## src/rtl/core/swsr_pkg.sv

```systemverilog
package swsr_pkg;

   // Sequencer phase codes.
   localparam logic [2:0] PH_IDLE      = 3'd0;
   localparam logic [2:0] PH_START     = 3'd1;
   localparam logic [2:0] PH_RELEASE   = 3'd2;
   localparam logic [2:0] PH_RESP_LOW  = 3'd3;
   localparam logic [2:0] PH_RESP_HIGH = 3'd4;
   localparam logic [2:0] PH_BIT_LOW   = 3'd5;
   localparam logic [2:0] PH_BIT_HIGH  = 3'd6;
   localparam logic [2:0] PH_BIT_DELAY = 3'd7;

   // Configuration register indexes.
   localparam logic [1:0] CSR_START_LOW    = 2'd0;
   localparam logic [1:0] CSR_RELEASE      = 2'd1;
   localparam logic [1:0] CSR_SAMPLE_DELAY = 2'd2;

   // Register reset values.
   localparam logic [15:0] START_LOW_RESET    = 16'd20000;
   localparam logic [7:0]  RELEASE_RESET      = 8'd5;
   localparam logic [7:0]  SAMPLE_DELAY_RESET = 8'd35;

   localparam int unsigned SHIFT_BITS = 32;
   localparam logic [15:0] SIGN_BIT   = 16'h8000;

   // Per-tick status seen by the result channel.
   typedef struct packed {
      logic drive_low;
      logic busy;
      logic done;
   } status_type;

   // Completed frame handed to the converter.
   typedef struct packed {
      logic                  load;
      logic [SHIFT_BITS-1:0] word;
   } frame_type;

endpackage

```

## src/rtl/core/single_wire_sensor_reader_core.sv

```systemverilog
// Channel   Direction  Ports                         Payload
// req       in         req_tvalid/tready/tdata[7:0]  line_level, start_request
// rsp       out        rsp_tvalid/tready/tdata[39:0] drive_low, busy_res, frame_done,
//                                                    humidity_raw, temperature
// csr       in         csr_we/index/wdata            timing registers
//
// Each transaction is one microsecond tick; one tick enters per cycle while the result
// is not stalled, and it passes through the input register, then the result register.
// The sequencer state advances once per tick.
// Reset is synchronous and active high; it restores the register defaults.
// A stalled result holds the pipeline; the input register still takes one tick.
module single_wire_sensor_reader_core #(
   parameter int FRAME_BITS  = 32,
   parameter int COUNT_WIDTH = 16
) (
   input  logic        clock,
   input  logic        reset,
   // tdata: [0] line_level, [1] start_request
   input  logic        req_tvalid,
   output logic        req_tready,
   input  logic [7:0]  req_tdata,
   // tdata: [0] drive_low, [1] busy_res, [2] frame_done, [18:3] humidity_raw,
   // [34:19] temperature
   output logic        rsp_tvalid,
   input  logic        rsp_tready,
   output logic [39:0] rsp_tdata,
   input  logic        csr_we,
   input  logic [1:0]  csr_index,
   input  logic [15:0] csr_wdata
);
   import swsr_pkg::*;

   localparam int EXT_WIDTH = (COUNT_WIDTH > 16) ? COUNT_WIDTH : 16;
   localparam logic [COUNT_WIDTH-1:0] CMAX = {COUNT_WIDTH{1'b1}};
   localparam logic [COUNT_WIDTH-1:0] ONE  = COUNT_WIDTH'(1);

   logic [15:0] start_low_ff;
   logic [7:0]  release_ff, delay_ff;

   logic        in_valid_ff;
   logic [1:0]  in_data_ff;
   logic        rsp_valid_ff;
   logic [39:0] rsp_data_ff;
   logic        step_en;

   logic [EXT_WIDTH-1:0]   start_ext;
   logic [COUNT_WIDTH-1:0] start_clip, start_lim, release_lim, delay_lim;

   status_type         status;
   frame_type          frame;
   logic [15:0]        humidity_in;
   logic signed [15:0] temperature_in;

   // Configuration registers.
   always_ff @(posedge clock) begin
      if (reset) begin
         start_low_ff <= START_LOW_RESET;
         release_ff   <= RELEASE_RESET;
         delay_ff     <= SAMPLE_DELAY_RESET;
      end else if (csr_we) begin
         case (csr_index)
            CSR_START_LOW:    start_low_ff <= csr_wdata;
            CSR_RELEASE:      release_ff   <= csr_wdata[7:0];
            CSR_SAMPLE_DELAY: delay_ff     <= csr_wdata[7:0];
            default: ;
         endcase
      end
   end

   // Limits clipped to the counter range; a zero hold or delay acts as one.
   assign start_ext   = EXT_WIDTH'(start_low_ff);
   assign start_clip  = (start_ext > EXT_WIDTH'(CMAX)) ? CMAX
                      : start_ext[COUNT_WIDTH-1:0];
   assign start_lim   = (start_clip == '0) ? ONE : start_clip;
   assign release_lim = COUNT_WIDTH'(release_ff);
   assign delay_lim   = (delay_ff == 8'd0) ? ONE : COUNT_WIDTH'(delay_ff);

   // A tick steps when the result register is free or being emptied.
   assign step_en    = in_valid_ff && (!rsp_valid_ff || rsp_tready);
   assign req_tready = !in_valid_ff || step_en;

   // Input register.
   always_ff @(posedge clock) begin
      if (reset) begin
         in_valid_ff <= 1'b0;
      end else if (req_tready) begin
         in_valid_ff <= req_tvalid;
      end
   end

   always_ff @(posedge clock) begin
      if (req_tready && req_tvalid) begin
         in_data_ff <= req_tdata[1:0];
      end
   end

   swsr_seq #(
      .FRAME_BITS  (FRAME_BITS),
      .COUNT_WIDTH (COUNT_WIDTH)
   ) u_seq (
      .clock         (clock),
      .reset         (reset),
      .step_en       (step_en),
      .line_level    (in_data_ff[0]),
      .start_request (in_data_ff[1]),
      .start_lim     (start_lim),
      .release_lim   (release_lim),
      .delay_lim     (delay_lim),
      .status        (status),
      .frame         (frame)
   );

   swsr_conv u_conv (
      .clock          (clock),
      .reset          (reset),
      .step_en        (step_en),
      .frame          (frame),
      .humidity_in    (humidity_in),
      .temperature_in (temperature_in)
   );

   // Result register.
   always_ff @(posedge clock) begin
      if (reset) begin
         rsp_valid_ff <= 1'b0;
      end else if (step_en) begin
         rsp_valid_ff <= 1'b1;
      end else if (rsp_tready) begin
         rsp_valid_ff <= 1'b0;
      end
   end

   always_ff @(posedge clock) begin
      if (step_en) begin
         rsp_data_ff <= {5'd0, temperature_in, humidity_in,
                         status.done, status.busy, status.drive_low};
      end
   end

   assign rsp_tvalid = rsp_valid_ff;
   assign rsp_tdata  = rsp_data_ff;

   // A completed reading always leaves the block idle.
   a_done_idle: assert property (@(posedge clock) disable iff (reset)
      rsp_valid_ff && rsp_data_ff[2] |-> !rsp_data_ff[1])
      else $error("frame done reported while busy");

   // Driving the wire low only happens during a reading.
   a_drive_busy: assert property (@(posedge clock) disable iff (reset)
      rsp_valid_ff && rsp_data_ff[0] |-> rsp_data_ff[1])
      else $error("wire driven low while not busy");

   // Input is refused only while a tick waits in the input register.
   a_ready: assert property (@(posedge clock) disable iff (reset)
      !req_tready |-> in_valid_ff && rsp_valid_ff && !rsp_tready)
      else $error("input refused without a stall");

   // A stepped tick always produces a result on the next cycle.
   a_step_rsp: assert property (@(posedge clock) disable iff (reset)
      step_en |=> rsp_valid_ff)
      else $error("stepped tick lost its result");

endmodule

```

## src/rtl/core/swsr_seq.sv

```systemverilog
module swsr_seq #(
   parameter int FRAME_BITS  = 32,
   parameter int COUNT_WIDTH = 16
) (
   input  logic                   clock,
   input  logic                   reset,
   input  logic                   step_en,
   input  logic                   line_level,
   input  logic                   start_request,
   input  logic [COUNT_WIDTH-1:0] start_lim,
   input  logic [COUNT_WIDTH-1:0] release_lim,
   input  logic [COUNT_WIDTH-1:0] delay_lim,
   output swsr_pkg::status_type   status,
   output swsr_pkg::frame_type    frame
);
   import swsr_pkg::*;

   localparam logic [COUNT_WIDTH-1:0] CMAX = {COUNT_WIDTH{1'b1}};
   localparam logic [5:0] LAST_BIT = 6'(FRAME_BITS);

   logic [2:0]             phase_ff, phase_in;
   logic [COUNT_WIDTH-1:0] wait_ff, wait_in, wait_up;
   logic [5:0]             bits_ff, bits_in, bits_inc;
   logic [SHIFT_BITS-1:0]  shift_ff, shift_in, shift_next;
   logic                   done;

   // Saturating tick counter and the shifted frame with the sampled bit.
   assign wait_up    = (wait_ff < CMAX) ? wait_ff + 1'b1 : wait_ff;
   assign bits_inc   = bits_ff + 6'd1;
   assign shift_next = {shift_ff[SHIFT_BITS-2:0], line_level};

   // One tick of the protocol sequencer.
   always_comb begin
      phase_in = phase_ff;
      wait_in  = wait_ff;
      bits_in  = bits_ff;
      shift_in = shift_ff;
      done     = 1'b0;
      case (phase_ff)
         PH_IDLE: begin
            if (start_request) begin
               phase_in = PH_START;
               wait_in  = '0;
               bits_in  = '0;
               shift_in = '0;
            end
         end
         PH_START: begin
            wait_in = wait_up;
            if (wait_up >= start_lim) begin
               phase_in = PH_RELEASE;
               wait_in  = '0;
            end
         end
         PH_RELEASE: begin
            // The first watched tick already checks for the low response.
            if (wait_ff >= release_lim) begin
               phase_in = line_level ? PH_RESP_LOW : PH_RESP_HIGH;
            end else begin
               wait_in = wait_up;
            end
         end
         PH_RESP_LOW: begin
            if (!line_level) phase_in = PH_RESP_HIGH;
         end
         PH_RESP_HIGH: begin
            if (line_level) phase_in = PH_BIT_LOW;
         end
         PH_BIT_LOW: begin
            if (!line_level) phase_in = PH_BIT_HIGH;
         end
         PH_BIT_HIGH: begin
            if (line_level) begin
               phase_in = PH_BIT_DELAY;
               wait_in  = '0;
            end
         end
         PH_BIT_DELAY: begin
            wait_in = wait_up;
            if (wait_up >= delay_lim) begin
               shift_in = shift_next;
               bits_in  = bits_inc;
               if (bits_inc >= LAST_BIT) begin
                  phase_in = PH_IDLE;
                  wait_in  = '0;
                  done     = 1'b1;
               end else begin
                  phase_in = PH_BIT_LOW;
               end
            end
         end
         default: begin
            phase_in = PH_IDLE;
         end
      endcase
   end

   always_ff @(posedge clock) begin
      if (reset) begin
         phase_ff <= PH_IDLE;
         wait_ff  <= '0;
         bits_ff  <= '0;
         shift_ff <= '0;
      end else if (step_en) begin
         phase_ff <= phase_in;
         wait_ff  <= wait_in;
         bits_ff  <= bits_in;
         shift_ff <= shift_in;
      end
   end

   assign status.drive_low = (phase_in == PH_START);
   assign status.busy      = (phase_in != PH_IDLE);
   assign status.done      = done;
   assign frame.load       = done;
   assign frame.word       = shift_in;

endmodule

```

## src/rtl/core/swsr_conv.sv

```systemverilog
module swsr_conv (
   input  logic                clock,
   input  logic                reset,
   input  logic                step_en,
   input  swsr_pkg::frame_type frame,
   output logic [15:0]         humidity_in,
   output logic signed [15:0]  temperature_in
);
   import swsr_pkg::*;

   logic [15:0]        humidity_ff;
   logic signed [15:0] temperature_ff;
   logic [15:0]        temp_word, temp_twos;

   // Sign-magnitude to two's complement; negative zero folds to zero.
   assign temp_word = frame.word[15:0];
   assign temp_twos = (temp_word & SIGN_BIT) == 16'd0 ? temp_word
                    : 16'd0 - {1'b0, temp_word[14:0]};

   // Next hold values, seen by the result register on the same edge.
   assign humidity_in    = frame.load ? frame.word[31:16] : humidity_ff;
   assign temperature_in = frame.load ? $signed(temp_twos) : temperature_ff;

   always_ff @(posedge clock) begin
      if (reset) begin
         humidity_ff    <= '0;
         temperature_ff <= '0;
      end else if (step_en) begin
         humidity_ff    <= humidity_in;
         temperature_ff <= temperature_in;
      end
   end

endmodule

```

## config.mk

```make
export PLATFORM = sky130hd
export DESIGN_NAME = single_wire_sensor_reader_core
export DESIGN_NICKNAME = d
export VERILOG_FILES = /design/src/rtl/core/swsr_pkg.sv /design/src/rtl/core/single_wire_sensor_reader_core.sv /design/src/rtl/core/swsr_seq.sv /design/src/rtl/core/swsr_conv.sv
export SDC_FILE = /design/constraint.sdc
export NUM_CORES = 1
export LEC_CHECK = 0
export BUFFER_PORTS_ARGS = -buffer_cell sky130_fd_sc_hd__buf_2
export CORE_AREA = 5 5 135 137
export DETAILED_ROUTE_END_ITERATION = 16
export DIE_AREA = 0 0 140 142
export PLACE_DENSITY = 0.71
export SETUP_SLACK_MARGIN = 0.3
export SYNTH_ARGS = -nofsm -noshare
export SYNTH_HDL_FRONTEND = slang
export SYNTH_SLANG_ARGS = --single-unit
export TNS_END_PERCENT = 5
```

## constraint.sdc

```tcl
create_clock -name clock -period 5.8 [get_ports clock]
set_clock_uncertainty 0.1 [all_clocks]
set_input_delay 0.29 -clock clock [delete_from_list [all_inputs] [get_ports clock]]
set_output_delay 0.29 -clock clock [all_outputs]
set_load 0.005 [all_outputs]
```

==> results of run 1 <==
[sequential cells by signal (all words and copies together) (netlist names)]
name                   cells
delay_ff                   8
in_data_ff                 2
in_valid_ff                1
release_ff                 8
rsp_tdata                 35
rsp_tvalid                 1
start_ext                 16
u_conv.humidity_ff        16
u_conv.temperature_ff     16
u_seq.bits_ff              6
u_seq.phase_ff             3
u_seq.shift_ff            31
u_seq.wait_ff             16
[per-layer routing]
| metal | vias up | global-route usage (%) | routed length (um) |
|---|---|---|---|
| met5 | - | 0 | 0 |
| li1 | 3535 | - | - |
| met4 | 0 | 7.09 | 347 |
| met3 | 31 | 3.97 | 1160 |
| met1 | 3305 | 27.3 | 9380 |
| met2 | 216 | 31.6 | 8890 |
[final timing paths]
path,to,cells past startpoint,slack (ps),startpoint
hold / removal,start_ext[15],3,7,csr_wdata[15]
setup / recovery,rsp_tdata[31],23,540,u_seq.wait_ff[0]
hold reg to reg,u_conv.humidity_ff[10],2,350,u_conv.humidity_ff[10]
setup reg to reg,rsp_tdata[31],23,540,u_seq.wait_ff[0]
[cells by family (layout without fill, tap and decap cells)]
family | Yosys count | in the layout
other cells | 1 | 5
buf+inv | 105 | 169
compound gates | 229 | 229
fa+ha+maj | 33 | 33
xor+xnor | 36 | 36
flops | 159 | 159
mux | 13 | 13
simple gates | 397 | 397
[cells in the final DEF, fill, tap and decap left out, types with 8 or more instances in the layout]
cell type,instances
a21o_1,8
or3_1,9
xnor2_1,17
buf_2,60
nor2_1,114
clkbuf_16,17
nand4_1,8
o21ai_0,37
nor3_1,12
a211oi_1,15
a21oi_1,56
inv_1,38
o31ai_1,8
and3_1,10
ha_1,33
a22oi_1,29
dfxtp_1,122
mux2i_1,13
buf_4,28
dlygate4sd3_1,9
edfxtp_1,37
nand3_1,22
xor2_1,18
a31oi_1,8
nand2_1,172
[power groups by stage]
stage / registers, mW / clock network, mW / logic (mW)
floorplan: 1.20 / 0 / 0.125
global placement: 1.20 / 0 / 0.186
detailed placement: 1.20 / 0 / 0.188
CTS: 1.18 / 1.14 / 0.195
global route: 1.18 / 1.19 / 0.218
finish: 1.18 / 1.12 / 0.196
[layout make-up]
class,instances,area (sq um)
Clock inverter,14,168
Clock buffer,18,429
Fill cell,1550,7460
Inverter,40,150
Multi-Input combinational cell,713,4300
Sequential cell,159,3550
Tap cell,225,282
Timing Repair Buffer,97,601
[critical path, cell delays in order (launching register included)]
cell and delay, ps:
dfxtp_1 340, ha_1 170, and4_1 250, nand3_2 110
nor3_2 170, buf_4 170, nor2b_1 50, a21oi_1 170
inv_1 90, ha_1 300, a21o_1 170, a2111o_1 450
a211oi_4 310, o221a_2 260, nor2_2 40, a22oi_1 280
ha_1 230, nand2_1 60, a31o_1 200, a311o_1 420
nor3_2 220, buf_4 190, o211a_1 190, nand3_1 80
[repair_timing]
item,4_1_cts,5_1_grt
gates resized for setup,0,3
hold buffers,9,0
hold endpoints to repair,9,0
setup endpoints to repair,0,6
==> results.cfg, run 1 <==
[power]
p_total_mw = 2.50
p_seq_share_pct = 47.2
swShare_pct = 26.0
comb_power_share_pct = 7.8
switchingPower_mw = 0.649
p_leak_nw = 3.75
p_int_mw = 1.85
pwr-share-clk_pct = 45.0
power_density_mw_per_mm2 = 264
irDropWorstVdd_mv = 0.229

[timing]
max_freq_mhz = 190
hold_viol = 0
worst_slack_ps = 539
slew_viol_final = 0
finalSetupTns_ps = 0
timing.hold.ws_ps = 6.87
finalCriticalPeriod_ps = 5260
tightest_slew_ps = 1060
timing.slew.headroom_pct = 29.4
timing.final.crit_share_pct = 90.7
rsz0062_at_grt = yes
setup_viol = 0

[synthesis]
ys_seq_elements = 159
synth_top_area_share_pct = 29.7
synth_area_leader_cell = dfxtp_1
async_flop_share_pct = 0
synthesis.area_sq_mm = 0.00823
synth_commonest_cells = nand2_1, dfxtp_1, nor2_1
synth_top_family_by_area = simple AND/OR/NAND/NOR gates
synth_cell_type_count = 81
synth-simple-area-share_pct = 21.7
synth_compound_area_share_pct = 19.4
synth.avg_cell_area_sq_um = 8.45
ys.flop_type = dfxtp_1
yosysWarnings = 0
synth.most_common_cell = nand2_1
netlist_instances = 973
synth_xor_area_share_pct = 3.83
synth_edf_count = 37
synth_adder_area_share_pct = 5.02
ys_seq_area_share_pct = 43.2
yosys-top-cells-area = dfxtp_1, edfxtp_1, nand2_1, nor2_1, ha_1
synth_mux_area_share_pct = 1.58

[detailed_routing]
wl_mm = 19.8
vias = 7087
drt_iter0_drc = 605
via_per_inst = 5.60
drtPass1Iterations = 6
drc_errors = 0
ant_nets = 0
wl_per_cell_um = 15.6

[floorplan]
row_count = 48
die_area_sq_mm = 0.0199
initial_core_util_pct = 48.6
die_h_um = 142
io_pins = 73
core-area_sq_mm = 0.0169
die_x_um = 140

[worst_setup_path]
end_kind = flop
crit_required_ps = 5880
cp-start-kind = flop
path_max_fanout = 9
worst-setup-path-type = reg -> reg
arrival_ps = 5340

[placed_design]
place_hpwl_mm = 13.4
portBuffers = 61
postPlaceCellArea_sq_mm = 0.00877
dp_cells = 1225
post-place-ws_ps = 423
gp_congestion = 0.956

[clock_network]
cts_buffers = 17
cts_tree = done
clkSinkCount = 159
clock_latency_ps = 430
clk_pin_slew_ps = 70
htree_levels = 4
root_buffer = clkbuf_16
cts_buffer_depth = 2
postCtsSetupBuffers = 0

[grt]
grt.total_usage_pct = 19.9
antenna_found_initial = 0
grt_pass1_wl_mm = 32.9
grt_max_degree = 82
grt_pass1_vias = 6680
grt_overflow = 0

[worst_hold_path]
hold_path.class = in -> reg

[finish]
fin_cells = 1266
final_core_util_pct = 56.0
syn_to_final_growth_pct = 15.2
drive_gt1_share_pct = 13.9
fin_nets = 1092
final_area_sq_mm = 0.00948
n_antenna_cell = 0

[job]
drv_cap = 0

[status]
outcome = complete, no violations
Power figures use the tool's default switching activity.
==> inputs of run 2 (changes only) <==
- PLACE_DENSITY: 0.71 -> 0.69
- clock period: 5.8 -> 6.35 ns (I/O delays scaled with it)
==> results.cfg, run 2 (synthesis results as in run 1) <==
[finish]
syn_to_final_growth_pct = 14.1
layout_common_cells = nand2_1, dfxtp_1, nor2_1
drive_gt1_share_pct = 13.3
num-fill-cells = 1592
final_core_util_pct = 55.4
largest_reg_flops = 35
final_common_cell = nand2_1
n_antenna_cell = 0
fin_nets = 1080
fin_cells = 1254

[detailed_routing]
vias = 6952
via_per_inst = 5.54
drc_errors = 0
drtPass1Iterations = 5
wl_mm = 19.5
drt_iter0_drc = 611
wl_per_cell_um = 15.6
ant_nets = 0

[floorplan]
row_count = 48
die_x_um = 140
die_area_sq_mm = 0.0199
initial_core_util_pct = 48.6
io_pins = 73
die_h_um = 142
core-area_sq_mm = 0.0169

[power]
p_leak_nw = 3.69
p_total_mw = 2.30
irDropWorstVdd_mv = 0.195
power_density_mw_per_mm2 = 245

[clock_network]
cts_buffers = 17
clk_pin_slew_ps = 70
postCtsSetupBuffers = 0
cts_buffer_depth = 2
htree_levels = 4
clkSinkCount = 159
clock_latency_ps = 440
root_buffer = clkbuf_16
cts_tree = done

[grt]
grt_overflow = 0
grt.total_usage_pct = 20.0
grt_pass1_wl_mm = 32.8
grt_max_degree = 80
antenna_found_initial = 0
grt_pass1_vias = 6415

[worst_setup_path]
critPathTopFamily = compound AO/OA/AOI/OAI gates
arrival_ps = 5670
end_kind = flop
critPathSlowestCell = a311o_1
cp-start-kind = flop
path_max_fanout = 15
worst-path-buf-inv = 2
worst_path_most_repeated_cell = nand2_1
max_stage_delay_ps = 430
crit_required_ps = 6420
worst-setup-path-type = reg -> reg

[placed_design]
dp_cells = 1215
post-place-ws_ps = 436
portBuffers = 61
place_hpwl_mm = 13.0
gp_congestion = 0.927

[timing]
hold_viol = 0
finalSetupTns_ps = 0
slew_viol_final = 0
timing.final.crit_share_pct = 88.1
rsz0062_at_grt = no
max_freq_mhz = 179
tightest_slew_ps = 938
timing.slew.headroom_pct = 37.2
setup_viol = 0
finalCriticalPeriod_ps = 5600
worst_slack_ps = 754

[job]
drv_cap = 0

[worst_hold_path]
hold_path.class = in -> reg

[status]
outcome = complete, no violations
run 2: path summary, 6_finish.rpt:
check / startpoint / to / slack, ps / cells after the start
min: csr_wdata[12] / start_ext[12] / 20 / 3
min reg2reg: u_conv.humidity_ff[10] / u_conv.humidity_ff[10] / 360 / 2
max: u_seq.wait_ff[1] / rsp_tdata[33] / 750 / 25
max reg2reg: u_seq.wait_ff[1] / rsp_tdata[33] / 750 / 25
run 2: final cells by class:
type	instances	area [sq um]	area share, %
Multi-Input combinational cell	713	4300	45.8
Sequential cell	159	3560	37.9
Timing Repair Buffer	85	505	5.38
Clock buffer	18	429	4.57
Tap cell	225	282	3.00
Clock inverter	14	170	1.81
Inverter	40	150	1.60
run 2: metrics by stage:
step	cell area [sq um]	hold WS, ps
3_5_place_dp	8690	347
5_1_grt	9390	26.8
3_3_place_gp	8690	342
6_report	9390	24.0
4_1_cts	9360	8.36
2_1_floorplan	8240	316
run 2: routing by layer:
layer | routed length, um | global-route usage [%]
met5 | 0 | 0
met4 | 350 | 5.92
met3 | 853 | 4.20
met2 | 8430 | 29.7
met1 | 9900 | 29.5
run 2: where the power goes:
part / internal (mW) / switching, mW
Combinational: 0.0637 / 0.109
Sequential: 1.06 / 0.0184
Clock: 0.596 / 0.456
run 2: worst min-delay path, delay by kind of cell:
family	cells	cell delay (ps)
buffers and inverters	1	90
AOI/OAI and AO/OA	1	50
and+or+nand+nor	1	40
run 2: repair_timing:
item,4_1_cts,5_1_grt
resized for setup,0,7
hold buffers,7,0
setup endpoints to repair,0,7
endpoints found under the hold margin,7,0
==> inputs of run 3 (changes only) <==
- RECOVER_POWER: unset -> 25
- SETUP_SLACK_MARGIN: 0.3 -> unset
==> results.cfg, run 3 (synthesis results as in run 1) <==
[status]
outcome = finished with violations
violations = capacitance limit, slew limit

[grt]
grt_pass1_wl_mm = 32.8
grt_overflow = 0
grt_max_degree = 80
antenna_found_initial = 0
grt_pass1_vias = 6415
grt.total_usage_pct = 20.0

[placed_design]
post-place-ws_ps = 436
place_hpwl_mm = 13.0
portBuffers = 61
gp_congestion = 0.927
postPlaceCellArea_sq_mm = 0.00869

[floorplan]
die_h_um = 142
core-area_sq_mm = 0.0169
io_pins = 73
die_area_sq_mm = 0.0199
row_count = 48
initial_core_util_pct = 48.6
die_x_um = 140

[finish]
drive_gt1_share_pct = 11.0
final_core_util_pct = 55.1
largest_reg_flops = 35
num-fill-cells = 1612
final_common_cell = nand2_1
multi_input_area_sq_mm = 0.00426
final_area_sq_mm = 0.00932
n_antenna_cell = 0
fin_nets = 1080
syn_to_final_growth_pct = 13.4
layout_common_cells = nand2_1, dfxtp_1, nor2_1
register_area_sq_mm = 0.00355

[timing]
timing.slew.headroom_pct = -142
setup_viol = 0
worst_slack_ps = 419
max_freq_mhz = 169
hold_viol = 0
tightest_slew_ps = 3630
slew_viol_final = 80
finalCriticalPeriod_ps = 5930
finalSetupTns_ps = 0
rsz0062_at_grt = no
timing.final.crit_share_pct = 93.4

[clock_network]
htree_levels = 4
postCtsSetupBuffers = 0
root_buffer = clkbuf_16
cts_buffers = 17
clkSinkCount = 159
cts_repair_resize_count = 0
cts_hold_buffers = 7
cts_tree = done
clk_pin_slew_ps = 70
cts_buffer_depth = 2
clock_latency_ps = 440

[worst_hold_path]
hold_path.class = in -> reg

[worst_setup_path]
ff2ff_path_depth = 24
worst-setup-path-type = reg -> reg
r2r_slack_ps = 420
r2r-end = rsp_tdata[33]
crit_required_ps = 6430
path_max_fanout = 8
cp-start-kind = flop
cp-endpoint = rsp_tdata[33]
arrival_ps = 6010
reg2reg_from = u_seq.wait_ff[1]
end_kind = flop
cp-startpoint = u_seq.wait_ff[1]

[detailed_routing]
drt_iter0_drc = 682
vias = 6977
wl_mm = 19.4
drc_errors = 0
drtPass1Iterations = 5
wl_per_cell_um = 15.5
via_per_inst = 5.56
ant_nets = 0

[power]
swShare_pct = 25.3
comb_power_share_pct = 7.4
power_density_mw_per_mm2 = 247
irDropWorstVdd_mv = 0.195
pwr-share-clk_pct = 45.7
p_seq_share_pct = 46.9
switchingPower_mw = 0.582
p_int_mw = 1.72
p_leak_nw = 3.63

[job]
drv_cap = 1
[run 3: changes by cell type in the layout (fill, tap and decap cells not counted), moves of 2 or more]
cell and change:
clkbuf_1 +17, buf_2 -14, buf_4 -3, dfxtp_1 +2
dfxtp_2 -2
[run 3: worst min-delay path by stage]
stage / slack (ps) / from / depth (start not counted) / end
3_5_place_dp: 350 / u_conv.humidity_ff[10] / 2 / u_conv.humidity_ff[10]
6_report: 20 / csr_wdata[12] / 3 / start_ext[12]
4_1_cts: 8 / csr_wdata[12] / 3 / start_ext[12]
3_3_place_gp: 340 / u_conv.humidity_ff[10] / 2 / u_conv.humidity_ff[10]
5_1_grt: 30 / csr_wdata[12] / 3 / start_ext[12]
2_1_floorplan: 320 / req_tdata[0] / 0 / in_data_ff[0]
[run 3: power groups by stage]
stage,logic (mW),registers (mW),clock network (mW)
after global placement,0.165,1.10,0
after floorplan,0.114,1.10,0
after CTS,0.171,1.08,1.07
final,0.169,1.08,1.05
after detailed placement,0.167,1.10,0
after global routing,0.190,1.08,1.12
[run 3: routing by layer]
layer | vias to the layer above | GRT usage, % | routed length, um
li1 | 3510 | - | -
met1 | 3265 | 29.5 | 9720
met2 | 178 | 29.7 | 8440
met3 | 24 | 4.20 | 961
met4 | 0 | 5.92 | 284
met5 | - | 0 | 0
[run 3: layout make-up]
cell class / count / area share (%)
repair buffers: 85 / 5.11
well taps: 225 / 3.02
inverters: 40 / 1.61
clock buffers: 18 / 4.60
clock inverters: 14 / 1.83
multi-input cells: 713 / 45.7
flip-flops and latches: 159 / 38.1
[run 3: metrics by stage]
stage	std cells	power, mW	hold slack [ps]
2_1_floorplan	977	1.21	316
3_3_place_gp	1215	1.26	342
3_5_place_dp	1215	1.27	347
4_1_cts	1254	2.32	8.36
5_1_grt	1254	2.39	26.8
6_report	1254	2.30	24.9
[run 3: worst max-delay path, stage by stage (launching register included)]
cell	delay, ps
dfxtp_1	480
ha_1	360
and4_1	260
nand3_2	160
nor3_1	210
buf_4	180
nor2_1	60
and2_1	180
and3_1	190
xor2_1	240
ha_1	280
nand2_1	70
nor3_1	60
o31a_1	100
a211oi_2	400
o221a_2	290
nor2_2	40
a22oi_1	350
ha_1	230
nand2_1	50
a31o_1	220
a311o_1	410
o41ai_1	490
xor2_1	180
o21ai_1	70
